## config.mk

```make
export PLATFORM = sky130hd
export DESIGN_NAME = sorted_key_queue
export DESIGN_NICKNAME = d
export VERILOG_FILES = /design/src/hdl/skq_pkg.sv /design/src/hdl/sorted_key_queue.sv /design/src/hdl/skq_ram.sv
export SDC_FILE = /design/constraint.sdc
export NUM_CORES = 1
export LEC_CHECK = 0
export BUFFER_PORTS_ARGS = -buffer_cell sky130_fd_sc_hd__buf_2
export CAP_MARGIN = 30
export CELL_PAD_IN_SITES_DETAIL_PLACEMENT = 1
export CELL_PAD_IN_SITES_GLOBAL_PLACEMENT = 2
export CORE_MARGIN = 2
export CORE_UTILIZATION = 54
export DETAILED_ROUTE_END_ITERATION = 10
export PLACE_DENSITY = 0.84
export SLEW_MARGIN = 20
export SYNTH_ARGS = -nofsm -noshare
export SYNTH_HDL_FRONTEND = slang
export SYNTH_SLANG_ARGS = --single-unit
export TNS_END_PERCENT = 10
```

## constraint.sdc

```tcl
create_clock -name clk -period 14.15 [get_ports clk]
set_input_delay 2.83 -clock clk [delete_from_list [all_inputs] [get_ports clk]]
set_output_delay 2.83 -clock clk [all_outputs]
set_load 0.01 [all_outputs]
```

## src/hdl/skq_pkg.sv

```systemverilog
// ----------------------------------------------------------------------------
// skq_pkg
// Shared types and codes for the sorted key queue.
// ----------------------------------------------------------------------------
package skq_pkg;

  localparam int ID_W    = 16;
  localparam int KEY_W   = 24;
  localparam int OP_W    = 2;
  localparam int STAT_W  = 2;
  localparam int COUNT_W = 5;
  localparam int ENTRY_W = ID_W + KEY_W;

  // command codes
  localparam logic [OP_W-1:0] OP_INSERT = 2'd0;
  localparam logic [OP_W-1:0] OP_REMOVE = 2'd1;
  localparam logic [OP_W-1:0] OP_SEARCH = 2'd2;

  // result codes
  localparam logic [STAT_W-1:0] ST_OK        = 2'd0;
  localparam logic [STAT_W-1:0] ST_FULL      = 2'd1;
  localparam logic [STAT_W-1:0] ST_NOT_FOUND = 2'd2;
  localparam logic [STAT_W-1:0] ST_INVALID   = 2'd3;

  typedef struct packed {
    logic [ID_W-1:0]  id;
    logic [KEY_W-1:0] key;
  } entry_t;

  typedef enum logic [3:0] {
    S_IDLE = 4'b0001,
    S_RD   = 4'b0010,
    S_CMP  = 4'b0100,
    S_DONE = 4'b1000
  } state_t;

endpackage

```

## src/hdl/sorted_key_queue.sv

```systemverilog
// ----------------------------------------------------------------------------
// sorted_key_queue
// Queue of id/key entries kept in ascending key order, with insert,
// remove-by-id and search-by-id commands walked over a single RAM.
// ----------------------------------------------------------------------------
//
// Channel  Dir  Handshake           Payload
// in_      in   in_tvalid/tready    op, entry_id, entry_key (one command)
// out_     out  out_tvalid/tready   status, count (one result per command)
//
// Walk: each entry visited takes a RAM read, then a compare and write back.
//   Insert walks down from the tail; remove and search walk up from the head.
//   Full, invalid and unused codes go straight to the result.
// Reset: count and control only; entries above the count are never read.
// Stalls: in_tready only while idle; a held result lets the next command in.
// ----------------------------------------------------------------------------
module sorted_key_queue #(
  parameter int QUEUE_DEPTH = 16
) (
  input  logic        clk,
  input  logic        rst_n,
  input  logic        in_tvalid,
  output logic        in_tready,
  input  logic [47:0] in_tdata,   // [1:0] op, [17:2] entry_id, [41:18] entry_key, rest 0
  output logic        out_tvalid,
  input  logic        out_tready,
  output logic [7:0]  out_tdata   // [1:0] status, [6:2] count, [7] 0
);

  localparam int IDX_W = $clog2(QUEUE_DEPTH);
  localparam int CNT_W = $clog2(QUEUE_DEPTH + 1);
  localparam logic [CNT_W-1:0] DEPTH_C = CNT_W'(QUEUE_DEPTH);

  // command fields
  logic [skq_pkg::OP_W-1:0]  in_op;
  logic [skq_pkg::ID_W-1:0]  in_id;
  logic [skq_pkg::KEY_W-1:0] in_key;

  // sequencer state
  skq_pkg::state_t             state_r, state_nxt;
  logic [skq_pkg::OP_W-1:0]    op_r, op_nxt;
  logic [skq_pkg::ID_W-1:0]    id_r, id_nxt;
  logic [skq_pkg::KEY_W-1:0]   key_r, key_nxt;
  logic [CNT_W-1:0]            cnt_r, cnt_nxt;
  logic [CNT_W-1:0]            pos_r, pos_nxt;   // walk position
  logic                        found_r, found_nxt;
  logic [skq_pkg::STAT_W-1:0]  stat_r, stat_nxt;

  // output register
  logic                        out_valid_r, out_valid_nxt;
  logic [skq_pkg::STAT_W-1:0]  out_stat_r, out_stat_nxt;
  logic [skq_pkg::COUNT_W-1:0] out_cnt_r, out_cnt_nxt;

  // RAM port
  logic                  ram_we;
  logic [IDX_W-1:0]      ram_waddr;
  skq_pkg::entry_t       ram_wdata;
  logic [IDX_W-1:0]      ram_raddr;
  skq_pkg::entry_t       ram_rdata;
  logic [CNT_W-1:0]      pos_dec;

  assign in_op  = in_tdata[1:0];
  assign in_id  = in_tdata[17:2];
  assign in_key = in_tdata[41:18];

  assign in_tready  = (state_r == skq_pkg::S_IDLE);
  assign out_tvalid = out_valid_r;
  assign out_tdata  = {1'b0, out_cnt_r, out_stat_r};

  assign pos_dec = pos_r - CNT_W'(1);

  skq_ram #(
    .WIDTH (skq_pkg::ENTRY_W),
    .DEPTH (QUEUE_DEPTH)
  ) u_ram (
    .clk   (clk),
    .we    (ram_we),
    .waddr (ram_waddr),
    .wdata (ram_wdata),
    .raddr (ram_raddr),
    .rdata (ram_rdata)
  );

  always_comb begin
    state_nxt     = state_r;
    op_nxt        = op_r;
    id_nxt        = id_r;
    key_nxt       = key_r;
    cnt_nxt       = cnt_r;
    pos_nxt       = pos_r;
    found_nxt     = found_r;
    stat_nxt      = stat_r;
    out_valid_nxt = out_valid_r;
    out_stat_nxt  = out_stat_r;
    out_cnt_nxt   = out_cnt_r;
    ram_we        = 1'b0;
    ram_waddr     = pos_r[IDX_W-1:0];
    ram_wdata     = '{id: id_r, key: key_r};
    // insert walks downwards and reads the entry below the slot
    ram_raddr     = (op_r == skq_pkg::OP_INSERT) ? pos_dec[IDX_W-1:0] : pos_r[IDX_W-1:0];

    if (out_valid_r && out_tready) begin
      out_valid_nxt = 1'b0;
    end

    unique case (state_r)
      skq_pkg::S_IDLE: begin
        if (in_tvalid) begin
          op_nxt    = in_op;
          id_nxt    = in_id;
          key_nxt   = in_key;
          found_nxt = 1'b0;
          state_nxt = skq_pkg::S_RD;
          case (in_op)
            skq_pkg::OP_INSERT: begin
              pos_nxt = cnt_r;
              if (cnt_r >= DEPTH_C) begin
                stat_nxt  = skq_pkg::ST_FULL;
                state_nxt = skq_pkg::S_DONE;
              end
            end
            skq_pkg::OP_REMOVE: begin
              pos_nxt = '0;
              if (in_id == '0) begin
                stat_nxt  = skq_pkg::ST_INVALID;
                state_nxt = skq_pkg::S_DONE;
              end
            end
            skq_pkg::OP_SEARCH: begin
              pos_nxt = '0;
              if (cnt_r == '0) begin
                stat_nxt  = skq_pkg::ST_INVALID;
                state_nxt = skq_pkg::S_DONE;
              end
            end
            default: begin
              stat_nxt  = skq_pkg::ST_INVALID;
              state_nxt = skq_pkg::S_DONE;
            end
          endcase
        end
      end

      skq_pkg::S_RD: begin
        if (op_r == skq_pkg::OP_INSERT) begin
          if (pos_r == '0) begin
            // reached the head: new entry goes first
            ram_we    = 1'b1;
            cnt_nxt   = cnt_r + CNT_W'(1);
            stat_nxt  = skq_pkg::ST_OK;
            state_nxt = skq_pkg::S_DONE;
          end else begin
            state_nxt = skq_pkg::S_CMP;
          end
        end else if (pos_r == cnt_r) begin
          // end of the walk
          state_nxt = skq_pkg::S_DONE;
          if (found_r) begin
            cnt_nxt  = cnt_r - CNT_W'(1);
            stat_nxt = skq_pkg::ST_OK;
          end else begin
            stat_nxt = skq_pkg::ST_NOT_FOUND;
          end
        end else begin
          state_nxt = skq_pkg::S_CMP;
        end
      end

      skq_pkg::S_CMP: begin
        state_nxt = skq_pkg::S_RD;
        if (op_r == skq_pkg::OP_INSERT) begin
          ram_we = 1'b1;
          if (ram_rdata.key < key_r) begin
            // slot found above a smaller key
            cnt_nxt   = cnt_r + CNT_W'(1);
            stat_nxt  = skq_pkg::ST_OK;
            state_nxt = skq_pkg::S_DONE;
          end else begin
            // move the entry up one place
            ram_wdata = ram_rdata;
            pos_nxt   = pos_dec;
          end
        end else begin
          pos_nxt = pos_r + CNT_W'(1);
          if (found_r) begin
            // close the gap left by the removed entry
            ram_we    = 1'b1;
            ram_waddr = pos_dec[IDX_W-1:0];
            ram_wdata = ram_rdata;
          end else if (ram_rdata.id == id_r) begin
            found_nxt = 1'b1;
            if (op_r == skq_pkg::OP_SEARCH) begin
              stat_nxt  = skq_pkg::ST_OK;
              state_nxt = skq_pkg::S_DONE;
            end
          end
        end
      end

      skq_pkg::S_DONE: begin
        if (!out_valid_r || out_tready) begin
          out_valid_nxt = 1'b1;
          out_stat_nxt  = stat_r;
          out_cnt_nxt   = skq_pkg::COUNT_W'(cnt_r);
          state_nxt     = skq_pkg::S_IDLE;
        end
      end

      default: begin
        state_nxt = skq_pkg::S_IDLE;
      end
    endcase
  end

  always_ff @(posedge clk) begin
    if (!rst_n) begin
      state_r     <= skq_pkg::S_IDLE;
      cnt_r       <= '0;
      out_valid_r <= 1'b0;
    end else begin
      state_r     <= state_nxt;
      cnt_r       <= cnt_nxt;
      out_valid_r <= out_valid_nxt;
    end
  end

  always_ff @(posedge clk) begin
    op_r       <= op_nxt;
    id_r       <= id_nxt;
    key_r      <= key_nxt;
    pos_r      <= pos_nxt;
    found_r    <= found_nxt;
    stat_r     <= stat_nxt;
    out_stat_r <= out_stat_nxt;
    out_cnt_r  <= out_cnt_nxt;
  end

`ifndef SYNTHESIS
  a_cnt_bound: assert property (@(posedge clk) disable iff (!rst_n)
    cnt_r <= DEPTH_C)
    else $error("entry count above queue depth");

  a_cnt_step: assert property (@(posedge clk) disable iff (!rst_n)
    $past(rst_n) && (cnt_r != $past(cnt_r)) |-> (state_r == skq_pkg::S_DONE))
    else $error("entry count changed outside command completion");

  a_walk_bound: assert property (@(posedge clk) disable iff (!rst_n)
    (state_r == skq_pkg::S_RD || state_r == skq_pkg::S_CMP) |-> (pos_r <= cnt_r))
    else $error("walk position beyond entry count");

  a_full_status: assert property (@(posedge clk) disable iff (!rst_n)
    (state_r == skq_pkg::S_DONE && stat_r == skq_pkg::ST_FULL) |-> (cnt_r == DEPTH_C))
    else $error("full reported on a queue that is not full");
`endif

endmodule

```

## src/hdl/skq_ram.sv

```systemverilog
// ----------------------------------------------------------------------------
// skq_ram
// Simple dual-port RAM: one write port, one read port, registered read.
// ----------------------------------------------------------------------------
module skq_ram #(
  parameter int WIDTH = 40,
  parameter int DEPTH = 16
) (
  input  logic                     clk,
  input  logic                     we,
  input  logic [$clog2(DEPTH)-1:0] waddr,
  input  logic [WIDTH-1:0]         wdata,
  input  logic [$clog2(DEPTH)-1:0] raddr,
  output logic [WIDTH-1:0]         rdata
);

  logic [WIDTH-1:0] mem [DEPTH];

  always_ff @(posedge clk) begin
    if (we) begin
      mem[waddr] <= wdata;
    end
    rdata <= mem[raddr];
  end

endmodule

```

; Yosys cells after proc, flatten, opt, wreduce, memory -nomap -nowiden
; Memories as Yosys holds them, arrays and structs flattened. A register that Yosys moved wholly into a read port is not among the register bits.
; Cells that the tools add are included.
[classes]
n_lt_le_gt_ge = 2
muxes = 65
reduce_logical = 19
eq_ne = 26
n_addsub = 4
[ops]
columns = operator, count
row1 = $mux 40, 4
row2 = $mux 4, 17
row3 = $mux 5, 9
row4 = $ne 3x3->1 const B, 11
row5 = $pmux 5 s2, 3
row6 = $mux 2, 13
row7 = $lt 24x24->1, 1
row8 = $eq 16x16->1, 1
row9 = $logic_not 16->1, 1
row10 = $pmux 4 s4, 1
row11 = $mux 1, 13
row12 = $pmux 2 s3, 2
row13 = $pmux 4 s3, 1
row14 = $reduce_and 11->1, 1
row15 = $add 5x1->5 const B, 2
row16 = $logic_not 5->1, 2
row17 = $ne 2x2->1 const B, 5
row18 = $sub 5x1->5 const B, 2
row19 = $reduce_and 2->1, 3
row20 = $reduce_and 6->1, 1
row21 = $eq 5x5->1, 1
row22 = $ge 5x5->1 const B, 1
row23 = $eq 2x2->1 const B, 2
row24 = $eq 4x1->1 const B, 1
row25 = 15 further kinds, 18
[word_totals]
output_inout_bits = 10
input_bits = 52
mem_count = 1
word_cells = 128
register_bits = 67
ramBits = 640
[memory_table]
columns = name, words, word_bits, read_ports, rd_ports_with_merged_regs, write_ports, line
row1 = u_ram.mem, 16, 40, 1, 1, 1, skq_ram.sv:17  ; logic [WIDTH-1:0] mem [DEPTH];

; Logic depth before layout (Yosys ltp)
[logic_depth]
ltp_word = 6
mapped_depth = 11
depth_no_buf = 9

; Hierarchy
; Synthesis repeated with hierarchy kept, for this count alone.
[unflattened]
hier_cells = 1441
area_unflattened_um2 = 29687.2
[by_module_without_submodules]
columns = module, n_inst, cells_per_inst, area_each_um2
row1 = skq_ram, 1, 1040, 25131.6
row2 = sorted_key_queue, 1, 401, 4555.6

; Worst setup path before layout
; Ideal clock, no wire load.
[synth_timing]
path_type = reg2reg
start = register state_r[3]
end = memory u_ram.mem[8][0] (enable)
period_less_slack_ns = 4.935
path_slack_ns = 9.215
path_stages_with_launch = 8
setup_ns = 0.487
arrival_ns = 4.448
path_buffers = 0
cell_sequence = dfxtp_1 > or4b_1 > nor3_2 > nand3b_1 > nor2_1 > a21oi_1 > o22a_1 > nor3_1
[synth_between]
elab_chain_cells = 4
word_cells_on_any_way = 6
[synth_lines]
columns = element, line
row1 = from (decl), sorted_key_queue.sv:40  ; skq_pkg::state_t state_r, state_nxt;
row2 = from (signal assigned), sorted_key_queue.sv:217  ; state_r <= skq_pkg::S_IDLE;
row3 = from (signal assigned), sorted_key_queue.sv:221  ; state_r <= state_nxt;
row4 = $eq 4x3->1 / $eq 4x2->1 (equally long branches), sorted_key_queue.sv:106  ; unique case (state_r)
row5 = $pmux 1 s2, sorted_key_queue.sv:106
row6 = $mux 1, skq_ram.sv:20  ; if (we) begin
row7 = $mux 1 (implied by the code), skq_ram.sv:21  ; mem[waddr] <= wdata;
row8 = to (decl), skq_ram.sv:17
; Several ways; a longest one is shown, not always the timed one.

; Worst setup path in the final report
[layout_timing]
start = register state_r[3]
end = output port in_tready
[layout_between]
elab_chain_cells = 1
[layout_lines]
columns = element, line
row1 = $eq 4x1->1, sorted_key_queue.sv:66  ; assign in_tready = (state_r == skq_pkg::S_IDLE);
row2 = to (decl), sorted_key_queue.sv:23  ; output logic in_tready,
; No other way between the ends.

==> impl_metrics.json <==
{
  "status": "finished clean",
  "p_per_area_nw_per_um2": 152,
  "die_h_um": 236,
  "ir_drop_v": 0.000119,
  "clk_pin_slew_ps": 60,
  "synth.top_cell.area_share": 0.719,
  "initial_core_util": 0.544,
  "holdWs_ps": 448,
  "synth_edf_count": 697,
  "post_cts_buffers": 0,
  "synth-async-reset-ratio": 0,
  "hp-class": "reg -> reg",
  "rsz0062_at_grt": "no",
  "cts_tree": "done",
  "synthCells": 1336,
  "synth_fa_ha_area_frac": 0.0138,
  "drc": 0,
  "period_needed_ps": 4780,
  "critPathLaunchType": "flop",
  "cts_resized": 0,
  "synthTopCellsByArea": "edfxtp_1 72%, mux4_2 15%, dfxtp_1 3.4%",
  "die_x_um": 236,
  "wl_per_cell_um": 30.6,
  "cp_cell_sequence": "or4b_2 -> inv_1 -> buf_2",
  "cts_sinks": 747,
  "worst_slew_pin_slew_ps": 1020,
  "yosys.area_share.xor_xnor": 0.00959,
  "vias_per_cell": 6.27,
  "synth_top_family_by_area": "multiplexers",
  "routed_wl_um": 67400,
  "grt.overflow.total": 0,
  "synth_top_cell_by_area": "edfxtp_1",
  "place_hpwl_um": 36500,
  "ys_ff_latch": 747,
  "area_growth_pct": 13.5,
  "cp-end-kind": "output port",
  "synthFlopType": "edfxtp_1",
  "finClkSkew_ps": 26.4,
  "clk_latency_ps": 630,
  "grt_use_total": 0.251,
  "max_cap_viol_count": 0,
  "worstPathArrival_ps": 1950,
  "ff_latch_area_um2": 21900,
  "crit_path_max_incr_delay_ps": 760,
  "drt_pass1_iterations": 5,
  "clock.fmax_mhz": 209,
  "rr_worst_depth": 10,
  "tns_ps": 0,
  "ant_nets": 0,
  "syn-num-nets": 1420,
  "grt_pass1_vias": 15100,
  "hold_viol_final": 0,
  "crit_required_ps": 11320,
  "synth.distinct_cells": 56,
  "drive_gt1_frac": 0.288,
  "crit_end": "in_tready",
  "slew_headroom": 0.321,
  "synth-seq-area-share": 0.754,
  "cts-root-to-sink-buffers": 3,
  "nNetsFinal": 1531,
  "ys_warn_count": 0,
  "final-setup-viol-count": 0,
  "cts_max_level": 3,
  "grt_pass1_wl_um": 100000,
  "p_leak_uw": 0.0107,
  "multi_input_area_um2": 6880,
  "slew_viol_final": 0,
  "antenna_cells": 0,
  "worstSetupPathType": "reg -> out",
  "io_pins": 62,
  "rr_startpoint": "key_r[21]",
  "r2r_setup_slack_ps": 9400,
  "finalCritPeriodShare": 0.338,
  "grt_max_degree": 105,
  "r2r-end": "u_ram.mem[4][9]",
  "first_iter_violations": 1340,
  "crit_fanout": 6,
  "syn-cell-area_um2": 29100,
  "synth.area.mux_share": 0.171,
  "io_buffers": 54,
  "antenna_found_initial": 0,
  "die_area_um2": 55700,
  "synth_compound_area_frac": 0.0147,
  "fillCellCount": 4307,
  "holdBufCountCts": 0,
  "num_vias": 13800,
  "gp_congestion": 0.770,
  "root_buffer": "clkbuf_16",
  "synth-simple-area-share": 0.0215,
  "crit_start": "state_r[3]",
  "cp_slowest_cell": "or4b_2",
  "row_count": 85,
  "syn_area_per_cell_um2": 21.8,
  "core_um2": 53500,
  "cts-buffers-inserted": 76
}
-- metal layers --
metal  vias up  share of wire  global-route usage
met5         -              0                   0
met4         0          0.028              0.0813
met3       122          0.059              0.0425
met2       505           0.51               0.425
met1      7416           0.40               0.338
li1       5790              -                   -
-- layout make-up --
| class | instances | area share |
|---|---|---|
| clock buffer | 103 | 0.0643 |
| clock inverter | 37 | 0.0147 |
| inverter | 37 | 0.00421 |
| multi-input combinational | 495 | 0.208 |
| sequential | 747 | 0.664 |
| tap | 696 | 0.0264 |
| timing repair buffer | 90 | 0.0178 |
-- synthesized netlist by cell type, drive strengths merged (12+ instances only) --
cell type / instances
mux4: 200
buf: 37
o21ai: 25
edfxtp: 697
clkbuf: 20
nand2: 22
ha: 32
mux2: 40
nor2: 36
dfxtp: 50
xor2: 20
a21oi: 17
inv: 37
nor3: 12
-- sequential cells by signal, indices dropped and copies added (netlist names) --
name and count:
u_ram.mem 640, id_r 16, cnt_r 5, key_r 24
state_r 4, found_r 1, out_tvalid 1, stat_r 2
out_stat_r 2, op_r 2, pos_r 5, u_ram.rdata 40
out_cnt_r 5
-- critical path: cells and delay by family, from the launching register on --
| family | cells | cell delay, ps |
|---|---|---|
| DFF | 1 | 350 |
| and+or+nand+nor | 1 | 760 |
| buffers and inverters | 2 | 230 |
-- layout by cell type (no fill, tap or decap), types with 4 or more instances in the layout --
cell type | netlist | routed
clkbuf_1 | 20 | 16
clkinv_2 | 0 | 11
mux2_1 | 40 | 40
nor2_4 | 1 | 13
clkinv_1 | 0 | 7
nor4_1 | 9 | 9
clkbuf_8 | 0 | 10
dfxtp_1 | 50 | 50
buf_4 | 4 | 29
nor3_1 | 11 | 7
nand2_1 | 22 | 22
inv_1 | 37 | 36
a21oi_1 | 16 | 16
nand4_1 | 5 | 5
nand3_1 | 11 | 11
ha_1 | 32 | 32
o31ai_1 | 4 | 4
buf_2 | 24 | 56
o21ai_1 | 2 | 4
bufinv_16 | 0 | 9
xor2_1 | 20 | 19
nor2_1 | 35 | 23
edfxtp_1 | 697 | 697
xnor2_1 | 10 | 9
nand3b_1 | 4 | 4
o21ai_0 | 23 | 21
clkbuf_16 | 0 | 77
or3_1 | 4 | 4
mux4_2 | 200 | 200
-- per-stage QoR --
step                      std cells  setup slack [ps]  total power, µW  cell area (µm²)   util
after floorplan                1336              9220             2860            29100      -
after global placement         2058              8380             2960            30300  0.567
after detailed placement       2062              9060             2990            30400  0.568
after CTS                      2202              9330             5050            33000  0.617
after global routing           2205              9130             5160            33000  0.617
final                          2205              9370             5020            33000  0.617
-- power breakdown --
group | internal (µW) | switching, µW
registers | 2480 | 33.0
clock network | 1230 | 849
logic | 193 | 228
total | 3910 | 1110
-- worst min path at each step --
stage               from       endpoint  slack [ps]  depth (start not counted)
2_1_floorplan  stat_r[0]  out_stat_r[0]         400                          0
3_3_place_gp   stat_r[1]  out_stat_r[1]         430                          0
3_5_place_dp   stat_r[1]  out_stat_r[1]         440                          0
4_1_cts        stat_r[1]  out_stat_r[1]         450                          0
5_1_grt        stat_r[1]  out_stat_r[1]         460                          0
6_report       stat_r[1]  out_stat_r[1]         450                          0
-- cell families (layout without fill, tap and decap cells) --
| family | after synthesis | count (layout) |
|---|---|---|
| AND/OR/NAND/NOR | 121 | 121 |
| buffers and inverters | 94 | 267 |
| adder cells (fa/ha/maj) | 32 | 32 |
| multiplexers | 241 | 241 |
| XOR/XNOR | 31 | 31 |
| flip-flops | 747 | 747 |
| AO/OA/AOI/OAI | 69 | 69 |
| other | 1 | 1 |
No activity file was read; power rests on OpenSTA's default activity.
